==> src/hw/rtl/ttrc_pkg.sv <==
`default_nettype none
package ttrc_pkg;

    localparam int unsigned BYTE_W = 8;
    localparam int unsigned TERM_W = 16;
    localparam int unsigned FACTOR_W = BYTE_W + 1;
    localparam int unsigned PROD_P_W = FACTOR_W + TERM_W;
    localparam int unsigned PROD_Q_W = BYTE_W + TERM_W;
    localparam int unsigned SUM_W = PROD_P_W + 2;

    typedef logic [BYTE_W-1:0] byte_t;
    typedef logic [TERM_W-1:0] term_t;

    localparam byte_t ALPHA_STEP = 8'd17;
    localparam byte_t BETA_STEP = 8'd31;
    localparam term_t FIRST_OFFSET = 16'd7;
    localparam term_t CHECK_MOD = 16'hFFFF;
    localparam term_t OLDER_INIT = 16'd1;
    // A multiple of 65535 larger than any negative difference; keeps the sum positive.
    localparam logic [SUM_W-1:0] FOLD_BIAS = SUM_W'(65535 * 256);

endpackage
`default_nettype wire

==> src/hw/rtl/ttrc_step.sv <==
`default_nettype none
module ttrc_step (
    input  wire ttrc_pkg::byte_t data_byte,
    input  wire ttrc_pkg::byte_t position,
    input  wire ttrc_pkg::term_t newer_term,
    input  wire ttrc_pkg::term_t older_term,
    output ttrc_pkg::term_t      next_term
);
    import ttrc_pkg::*;

    byte_t                 alpha;
    byte_t                 beta;
    logic [FACTOR_W-1:0]   factor;
    logic [PROD_P_W-1:0]   prod_p;
    logic [PROD_Q_W-1:0]   prod_q;
    logic                  negative;
    logic [SUM_W-1:0]      biased;
    logic [TERM_W:0]       fold1;
    logic [TERM_W:0]       fold2;

    always_comb begin
        alpha    = position * ALPHA_STEP;
        beta     = position * BETA_STEP;
        factor   = {1'b0, data_byte} + {1'b0, alpha};
        prod_p   = factor * newer_term;
        prod_q   = beta * older_term;
        negative = prod_p < {1'b0, prod_q};
        // The 2^64 wrap of a negative difference adds one modulo 65535.
        biased   = SUM_W'(prod_p) - SUM_W'(prod_q) + SUM_W'(negative) + FOLD_BIAS;
        // 2^16 is 1 modulo 65535: fold the upper bits onto the lower half.
        fold1    = {1'b0, biased[TERM_W-1:0]} + (TERM_W+1)'(biased[SUM_W-1:TERM_W]);
        fold2    = {1'b0, fold1[TERM_W-1:0]} + (TERM_W+1)'(fold1[TERM_W]);
        next_term = (fold2[TERM_W-1:0] == CHECK_MOD) ? '0 : fold2[TERM_W-1:0];
    end

endmodule
`default_nettype wire

==> src/hw/rtl/three_term_recurrence_checksum.sv <==
// Three-term recurrence checksum over a byte stream.
// Slave side: one message byte per beat on s_tdata, s_tlast marks the final
// byte of a message. Master side: one 16-bit checksum beat per message, sent
// after its final byte; other bytes produce no output beat.
// Each accepted beat lands in an input register; once the output can advance,
// the recurrence step (four multiplies, a subtract and an end-around fold
// modulo 65535; a message's first byte takes the byte plus an offset instead)
// updates the term registers or, on a final byte, loads the output register
// and clears the term registers, which raises m_tvalid.
// Throughput: one byte per cycle while the output is not stalled, set by the
// combinational recurrence step whose result feeds the next byte's step.
// Reset (aresetn low, synchronous) empties both registers and returns the
// recurrence to awaiting the first byte of a message.
// When the receiver stalls with a checksum waiting, the input register still
// takes one beat; s_tready drops only once that beat cannot advance.
`default_nettype none
module three_term_recurrence_checksum (
    input  wire        aclk,
    input  wire        aresetn,
    input  wire        s_tvalid,
    output logic       s_tready,
    input  wire [7:0]  s_tdata,   // [7:0] data_byte
    input  wire        s_tlast,   // end_of_message
    output logic       m_tvalid,
    input  wire        m_tready,
    output logic [15:0] m_tdata   // [15:0] checksum
);
    import ttrc_pkg::*;

    logic  in_valid_reg, in_valid_next;
    byte_t in_byte_reg;
    logic  in_last_reg;
    term_t older_reg, older_next;
    term_t newer_reg, newer_next;
    byte_t pos_reg, pos_next;
    logic  mid_reg, mid_next;
    logic  out_valid_reg, out_valid_next;
    term_t out_data_reg;

    logic  advance;
    logic  proc;
    term_t step_term;
    term_t term_now;

    ttrc_step u_step (
        .data_byte  (in_byte_reg),
        .position   (pos_reg),
        .newer_term (newer_reg),
        .older_term (older_reg),
        .next_term  (step_term)
    );

    always_comb begin
        advance  = !out_valid_reg || m_tready;
        proc     = in_valid_reg && advance;
        s_tready = !in_valid_reg || advance;
        term_now = mid_reg ? step_term : term_t'(in_byte_reg) + FIRST_OFFSET;

        in_valid_next = in_valid_reg;
        if (s_tvalid && s_tready) begin
            in_valid_next = 1'b1;
        end else if (proc) begin
            in_valid_next = 1'b0;
        end

        out_valid_next = out_valid_reg;
        if (advance) begin
            out_valid_next = proc && in_last_reg;
        end

        older_next = older_reg;
        newer_next = newer_reg;
        pos_next   = pos_reg;
        mid_next   = mid_reg;
        if (proc) begin
            if (in_last_reg) begin
                // drop back to awaiting a new message
                older_next = OLDER_INIT;
                newer_next = '0;
                pos_next   = '0;
                mid_next   = 1'b0;
            end else begin
                older_next = mid_reg ? newer_reg : OLDER_INIT;
                newer_next = term_now;
                pos_next   = mid_reg ? pos_reg + 8'd1 : 8'd1;
                mid_next   = 1'b1;
            end
        end
    end

    always_ff @(posedge aclk) begin
        if (!aresetn) begin
            in_valid_reg  <= 1'b0;
            out_valid_reg <= 1'b0;
            older_reg     <= OLDER_INIT;
            newer_reg     <= '0;
            pos_reg       <= '0;
            mid_reg       <= 1'b0;
        end else begin
            in_valid_reg  <= in_valid_next;
            out_valid_reg <= out_valid_next;
            older_reg     <= older_next;
            newer_reg     <= newer_next;
            pos_reg       <= pos_next;
            mid_reg       <= mid_next;
        end
    end

    always_ff @(posedge aclk) begin
        if (s_tvalid && s_tready) begin
            in_byte_reg <= s_tdata;
            in_last_reg <= s_tlast;
        end
        if (proc && in_last_reg) begin
            out_data_reg <= term_now;
        end
    end

    assign m_tvalid = out_valid_reg;
    assign m_tdata  = out_data_reg;

    a_check_range: assert property (@(posedge aclk) disable iff (!aresetn)
        m_tvalid |-> m_tdata != CHECK_MOD)
        else $error("checksum out of range");

    a_clear_after_last: assert property (@(posedge aclk) disable iff (!aresetn)
        (proc && in_last_reg) |=> (!mid_reg && pos_reg == 8'd0 && older_reg == OLDER_INIT))
        else $error("state not cleared after final byte");

    a_first_term: assert property (@(posedge aclk) disable iff (!aresetn)
        (proc && !mid_reg && !in_last_reg) |=>
            (newer_reg == term_t'($past(in_byte_reg)) + FIRST_OFFSET && pos_reg == 8'd1))
        else $error("first byte term wrong");

    a_result_source: assert property (@(posedge aclk) disable iff (!aresetn)
        $rose(m_tvalid) |-> $past(proc && in_last_reg))
        else $error("checksum raised without a final byte");

endmodule
`default_nettype wire
==> config.mk <==
export PLATFORM = sky130hd
export DESIGN_NAME = three_term_recurrence_checksum
export DESIGN_NICKNAME = d
export VERILOG_FILES = /design/src/hw/rtl/ttrc_pkg.sv /design/src/hw/rtl/ttrc_step.sv /design/src/hw/rtl/three_term_recurrence_checksum.sv
export SDC_FILE = /design/constraint.sdc
export NUM_CORES = 1
export LEC_CHECK = 0
export ABC_AREA = 1
export BUFFER_PORTS_ARGS = -buffer_cell sky130_fd_sc_hd__buf_2
export CAP_MARGIN = 20
export CORE_ASPECT_RATIO = 0.75
export CORE_UTILIZATION = 54
export DETAILED_ROUTE_END_ITERATION = 6
export GPL_TIMING_DRIVEN = 0
export HOLD_SLACK_MARGIN = 0.12
export PLACE_DENSITY = 0.7
export SYNTH_ARGS = -nofsm -noshare
export SYNTH_HDL_FRONTEND = slang
export SYNTH_SLANG_ARGS = --single-unit
==> constraint.sdc <==
create_clock -name aclk -period 18.5 [get_ports aclk]
set_input_delay 0.925 -clock aclk [delete_from_list [all_inputs] [get_ports aclk]]
set_output_delay 0.925 -clock aclk [all_outputs]
set_load 0.01 [all_outputs]
======== After elaboration in Yosys (flattened, before gate mapping) ========
Cells that the tools add are included.
operators by class
  add/subtract/negate cells ............... 8
  order comparisons ....................... 1
  eq/ne operators ......................... 1
  $mul .................................... 4
  muxes and demuxes ....................... 10
  reductions and logical operators ........ 8
operators by type and width
  kind                                               number
  two-way mux 16 bit                                 5
  adder 27 x 1 -> 27 bit                             1
  adder 27 x 24 -> 27 bit (second input constant)    1
  subtractor 25 x 24 -> 26 bit                       1
  less-than comparator 25 x 24 -> 1 bit              1
  multiplier 9 x 16 -> 25 bit                        1
  multiplier 8 x 16 -> 24 bit                        1
  adder 16 x 11 -> 17 bit                            1
  adder 16 x 1 -> 16 bit                             1
  == test 16 bit (second input constant)             1
  multiplier 8 x 5 -> 8 bit (second input constant)  2
  two-way mux 8 bit                                  2
  adder 8 x 3 -> 9 bit (second input constant)       1
  adder 8 x 8 -> 9 bit                               1
  adder 8 x 1 -> 8 bit (second input constant)       1
  logical AND 1 bit                                  3
  two-way mux 1 bit                                  3
  logical NOT 1 bit                                  2
  logical OR 1 bit                                   2
  nonzero test 2 bit                                 1
word-level totals
  output and inout bits ................... 18
  bits in registers ....................... 68
  logic and storage cells ................. 41

======== Longest topological paths before layout ========
  depth in word-level cells ............... 12
  gate-level depth with buffers ........... 97
  mapped depth without buffers ............ 95

======== Cells and area by module ========
Synthesis repeated with hierarchy kept, for this count alone.
unflattened totals
  cell total of the unflattened synthesis .. 2,124
  area, all modules ....................... 15,119.5 um^2
modules (own cells, without submodules)
  module                          instances  seq. area each (um^2)  cells an instance  area each (um^2)
  ttrc_step                       1          0.0                    1,819              12,403.1
  three_term_recurrence_checksum  1          1,611.5                305                2,716.4

======== Worst setup path before layout ========
OpenSTA, ideal clock, no wires.
  kind .................................... register to register
  from .................................... reg pos_reg[1]
  to ...................................... reg out_data_reg[13] (netlist: m_tdata[13]), data pin
  data required time ...................... 18,243 ps
  stages on the path, launching flop included .. 91
  slack ................................... 4,646 ps
  library setup time ...................... 257 ps
  arrival time ............................ 13,598 ps
  path through ............................ dfxtp_1 -> inv_1 -> fa_1 -> inv_1 -> fa_1 -> inv_1 -> fa_1 -> inv_1 -> ha_1 -> inv_1 -> or2_2 -> nand2_1 -> a21oi_1 -> or2_2 -> nand2_1 -> clkbuf_1 -> nor2_1 -> fa_1 -> [... 55 more ...] -> nor2_1 -> ha_1 -> ha_1 -> nand4_1 -> nor2_1 -> nand2_1 -> nor2_1 -> nand4_1 -> nand3b_1 -> nand2_1 -> nand2_1 -> nor2_1 -> nand2_1 -> nor2_2 -> nand2_4 -> buf_6 -> nand2_2 -> a21oi_1
between the ends
  cells in the longest elaborated chain, start to end .. 11
  elaborated cells on any way between the ends .. 14
  classes of those cells .................. add/sub: 6; mul: 4; order compare: 1; eq/ne: 1; mux: 2
RTL lines
  what                                                                                          line                                   source
  start: declaration                                                                            three_term_recurrence_checksum.sv:35   byte_t pos_reg, pos_next;
  start signal: assignment                                                                      three_term_recurrence_checksum.sv:104  pos_reg <= pos_next;
  multiplier 8 x 5 -> 8 bit                                                                     ttrc_step.sv:22                        alpha = position * ALPHA_STEP;
  adder 8 x 8 -> 9 bit                                                                          ttrc_step.sv:24                        factor = {1'b0, data_byte} + {1'b0, alpha};
  multiplier 9 x 16 -> 25 bit                                                                   ttrc_step.sv:25                        prod_p = factor * newer_term;
  subtractor 25 x 24 -> 26 bit / less-than comparator 25 x 24 -> 1 bit (equally long branches)  ttrc_step.sv:29, ttrc_step.sv:27
  adder 27 x 1 -> 27 bit *                                                                      ttrc_step.sv:29                        biased = SUM_W'(prod_p) - SUM_W'(prod_q) + SUM_W'(negative) + FOLD_BIAS;
  adder 27 x 24 -> 27 bit *                                                                     ttrc_step.sv:29
  adder 16 x 11 -> 17 bit *                                                                     ttrc_step.sv:31                        fold1 = {1'b0, biased[TERM_W-1:0]} + (TERM_W+1)'(biased[SUM_W-1:TERM_W]);
  adder 16 x 1 -> 16 bit *                                                                      ttrc_step.sv:32                        fold2 = {1'b0, fold1[TERM_W-1:0]} + (TERM_W+1)'(fold1[TERM_W]);
  == test 16 bit                                                                                ttrc_step.sv:33                        next_term = (fold2[TERM_W-1:0] == CHECK_MOD) ? '0 : fold2[TERM_W-1:0];
  two-way mux 16 bit *                                                                          ttrc_step.sv:33
  two-way mux 16 bit *                                                                          three_term_recurrence_checksum.sv:57   term_now = mid_reg ? step_term : term_t'(in_byte_reg) + FIRST_OFFSET;
  named net term_now[13]                                                                        three_term_recurrence_checksum.sv:43   term_t term_now;
  end signal: assignment                                                                        three_term_recurrence_checksum.sv:115  out_data_reg <= term_now;
  end: declaration                                                                              three_term_recurrence_checksum.sv:38   term_t out_data_reg;
Mark *: on every way through the listed nets, which the timed path passes. The rest lies on a longest branch.
A chain may end at the register's enable or synchronous reset.

======== Worst setup path after layout ========
  from .................................... reg pos_reg[1]
  to ...................................... reg out_data_reg[10] (netlist: m_tdata[10]), data pin
The elaborated chain is that of the path after synthesis.

==> flow_metrics.env <==
export IMPL_startpoint_type="flip-flop"
export IMPL_wl_per_cell_um=15.0
export IMPL_synthMostInstantiatedCell="nand2_1"
export IMPL_max_slew_worst_pin_slew_ps=763
export IMPL_synthesis_nets=2428
export IMPL_yosys_warnings=0
export IMPL_synthAdderAreaFrac_pct=39.5
export IMPL_postSynthCellCount=2066
export IMPL_gp_congestion=0.942
export IMPL_io_pins=31
export IMPL_required_ps=18600
export IMPL_synth_seq_cells=68
export IMPL_r2r_end="m_tdata[10]"
export IMPL_areaGrowthSynthToFinish_pct=5.90
export IMPL_synth_top_family_by_area="adder cells"
export IMPL_cp_top_family="simple AND/OR/NAND/NOR gates"
export IMPL_fp_dieW_um=193
export IMPL_drt_iter0_drc=985
export IMPL_grt_pass1_wl_um=59900
export IMPL_track_usage_pct=27.4
export IMPL_hpwl_um=31700
export IMPL_muxShareOfSynthArea_pct=0
export IMPL_maxCapViolations=0
export IMPL_slowest_delay_ps=570
export IMPL_crit_slowest_cell="dfxtp_1"
export IMPL_fmax_mhz=62.0
export IMPL_reg2reg_from="pos_reg[1]"
export IMPL_grt_max_degree=14
export IMPL_worstSkewPairLatency_ps=340
export IMPL_cts_sinks=68
export IMPL_dr_total_vias=12700
export IMPL_cts_hold_buf=0
export IMPL_drt_vias_per_instance=5.17
export IMPL_fp_dieArea_um2=28100
export IMPL_layout_nets=2470
export IMPL_fin_crit_ps=16130
export IMPL_numCtsBuffers=9
export IMPL_crit_path_max_fanout=10
export IMPL_fin_tns_setup_ps=0
export IMPL_first_pass_iters=5
export IMPL_crit_path_frequent_cell="nand2_1"
export IMPL_crit_end="m_tdata[10]"
export IMPL_synth_top_area_share_pct=26.7
export IMPL_cts_setup_buffers=0
export IMPL_root_buffer="clkbuf_16"
export IMPL_cts_tree="done"
export IMPL_clk_pin_slew_ps=60
export IMPL_synth_xor_area_share_pct=5.10
export IMPL_synth_area_leaders="fa_1, nand2_1, ha_1"
export IMPL_yosys_top_cells_count="nand2_1, inv_1, nor2_1"
export IMPL_yosysUniqueCellTypes=47
export IMPL_clockBufferDepth=2
export IMPL_seq_area_frac_synth_pct=10.9
export IMPL_slew_viol_final=0
export IMPL_syn_area_um2=14800
export IMPL_critPathBufInv=13
export IMPL_syn_avg_cell_area_um2=7.16
export IMPL_r2r_slack_ps=2370
export IMPL_min_period_over_period_pct=87.2
export IMPL_io_buffers=30
export IMPL_worstPathArrival_ps=16220
export IMPL_startpoint="pos_reg[1]"
export IMPL_synth_compound_area_share_pct=6.30
export IMPL_finClkSkew_ps=7.89
export IMPL_synth_edf_count=25
export IMPL_reg2regPathDepth=90
export IMPL_start_util_pct=54.9
export IMPL_num_rows=52
export IMPL_antenna_found_initial=0
export IMPL_synth_ff_type="dfxtp_1"
export IMPL_fillers=2573
export IMPL_post_cts_resized=0
export IMPL_rsz0062_at_grt="no"
export IMPL_critPathKind="reg -> reg"
export IMPL_synthSimpleGateAreaFrac_pct=25.2
export IMPL_detail_route_antenna_nets=0
export IMPL_relSlewSlack_pct=49.1
export IMPL_outcome="complete, no violations"
export IMPL_synth_top_area_cell="fa_1"
export IMPL_async_flop_share_pct=0
export IMPL_layout_drive_gt1_share_pct=5.58
export IMPL_hp_class="reg -> reg"
export IMPL_grt_ovfl_total=0
export IMPL_detail_route_wirelength_um=36900
export IMPL_antenna_cells=0
export IMPL_grt_pass1_vias=12000
export IMPL_setup_violations=0
export IMPL_worstSetupEndpointType="flip-flop"
export IMPL_fp_dieH_um=145
export IMPL_route_detailed_drc=0
export IMPL_htreeDepth=3
export IMPL_critical_path_depth=90
export IMPL_finalHoldViolCount=0
export IMPL_core_area_um2=26900
## worst register-to-register path: cells and delay by family, from the launching register on
| family | cells | cell delay (ps) |
|---|---|---|
| AND/OR/NAND/NOR | 53 | 6640 |
| adder cells (fa/ha/maj) | 14 | 5680 |
| AO/OA/AOI/OAI | 8 | 1340 |
| buffers and inverters | 13 | 1260 |
| flip-flops | 1 | 570 |
| XOR/XNOR | 2 | 360 |
## routing by layer
| layer | vias to the layer above | track usage [%] | share of wire, % |
|---|---|---|---|
| met2 | 383 | 39.2 | 42 |
| met1 | 5984 | 42.2 | 48 |
| met5 | - | 0 | 0 |
| li1 | 6333 | - | - |
| met3 | 47 | 5.01 | 7.8 |
| met4 | 0 | 6.64 | 2.2 |
## per-stage QoR
stage | area [µm²] | instances | util, % | setup slack [ps] | hold WS, ps
2_1_floorplan | 14800 | 2066 | - | 4650 | 444
3_3_place_gp | 15400 | 2447 | 57.1 | 2640 | 455
3_5_place_dp | 15400 | 2448 | 57.1 | 2480 | 463
4_1_cts | 15700 | 2464 | 58.1 | 2400 | 472
5_1_grt | 15700 | 2464 | 58.1 | 754 | 512
6_report | 15700 | 2464 | 58.1 | 2370 | 473
## how the worst min path moves through the flow
stage / startpoint / to / slack, ps / cells past startpoint
finish: newer_reg[13] / newer_reg[13] / 470 / 2
global route: newer_reg[13] / newer_reg[13] / 510 / 2
CTS: newer_reg[13] / newer_reg[13] / 470 / 2
detailed placement: newer_reg[13] / newer_reg[13] / 460 / 2
global placement: newer_reg[13] / newer_reg[13] / 460 / 2
floorplan: newer_reg[13] / newer_reg[13] / 440 / 2
## cell families (layout without fill, tap and decap cells)
family / after synthesis / after routing
buffers and inverters: 505 / 552
AO/OA/AOI/OAI: 176 / 176
AND/OR/NAND/NOR: 884 / 884
adder cells (fa/ha/maj): 349 / 349
flip-flops: 68 / 68
XOR/XNOR: 84 / 84
## cell type report
cell class                      count  area, µm²  area share, %
Timing Repair Buffer               31        158           1.01
Multi-Input combinational cell   1493      11300           71.9
Clock inverter                      7       50.0          0.320
Clock buffer                        9        225           1.44
Buffer                             56        224           1.43
Tap cell                          351        439           2.80
Sequential cell                    68       1610           10.3
Inverter                          449       1690           10.8
## cells in the final DEF (no fill, tap or decap), types with 2 or more instances in the layout
| cell type | instances |
|---|---|
| nand2_1 | 517 |
| inv_1 | 441 |
| nor2_1 | 199 |
| fa_1 | 197 |
| ha_1 | 152 |
| a21oi_1 | 121 |
| nand3_1 | 73 |
| xor2_1 | 50 |
| clkbuf_1 | 46 |
| dfxtp_1 | 43 |
| o21ai_0 | 33 |
| xnor2_1 | 33 |
| buf_2 | 32 |
| nand4_1 | 26 |
| edfxtp_1 | 25 |
| or2_2 | 14 |
| nand2_2 | 14 |
| clkbuf_16 | 9 |
| nor3_1 | 8 |
| inv_2 | 7 |
| nor2_2 | 7 |
| a31oi_1 | 6 |
| nand3_2 | 6 |
| buf_1 | 4 |
| nand2_4 | 4 |
| a21oi_2 | 4 |
| and2_1 | 3 |
| clkbuf_2 | 3 |
| nor2_4 | 3 |
| nand3b_1 | 3 |
| nand4_2 | 2 |
| o21a_1 | 2 |
| a21o_1 | 2 |
| nor3_2 | 2 |
| clkinv_2 | 2 |
| inv_6 | 2 |
Power is left out: the tool's default activity adds up to more than one toggle a clock period on the data nets, which glitch-free logic cannot reach.
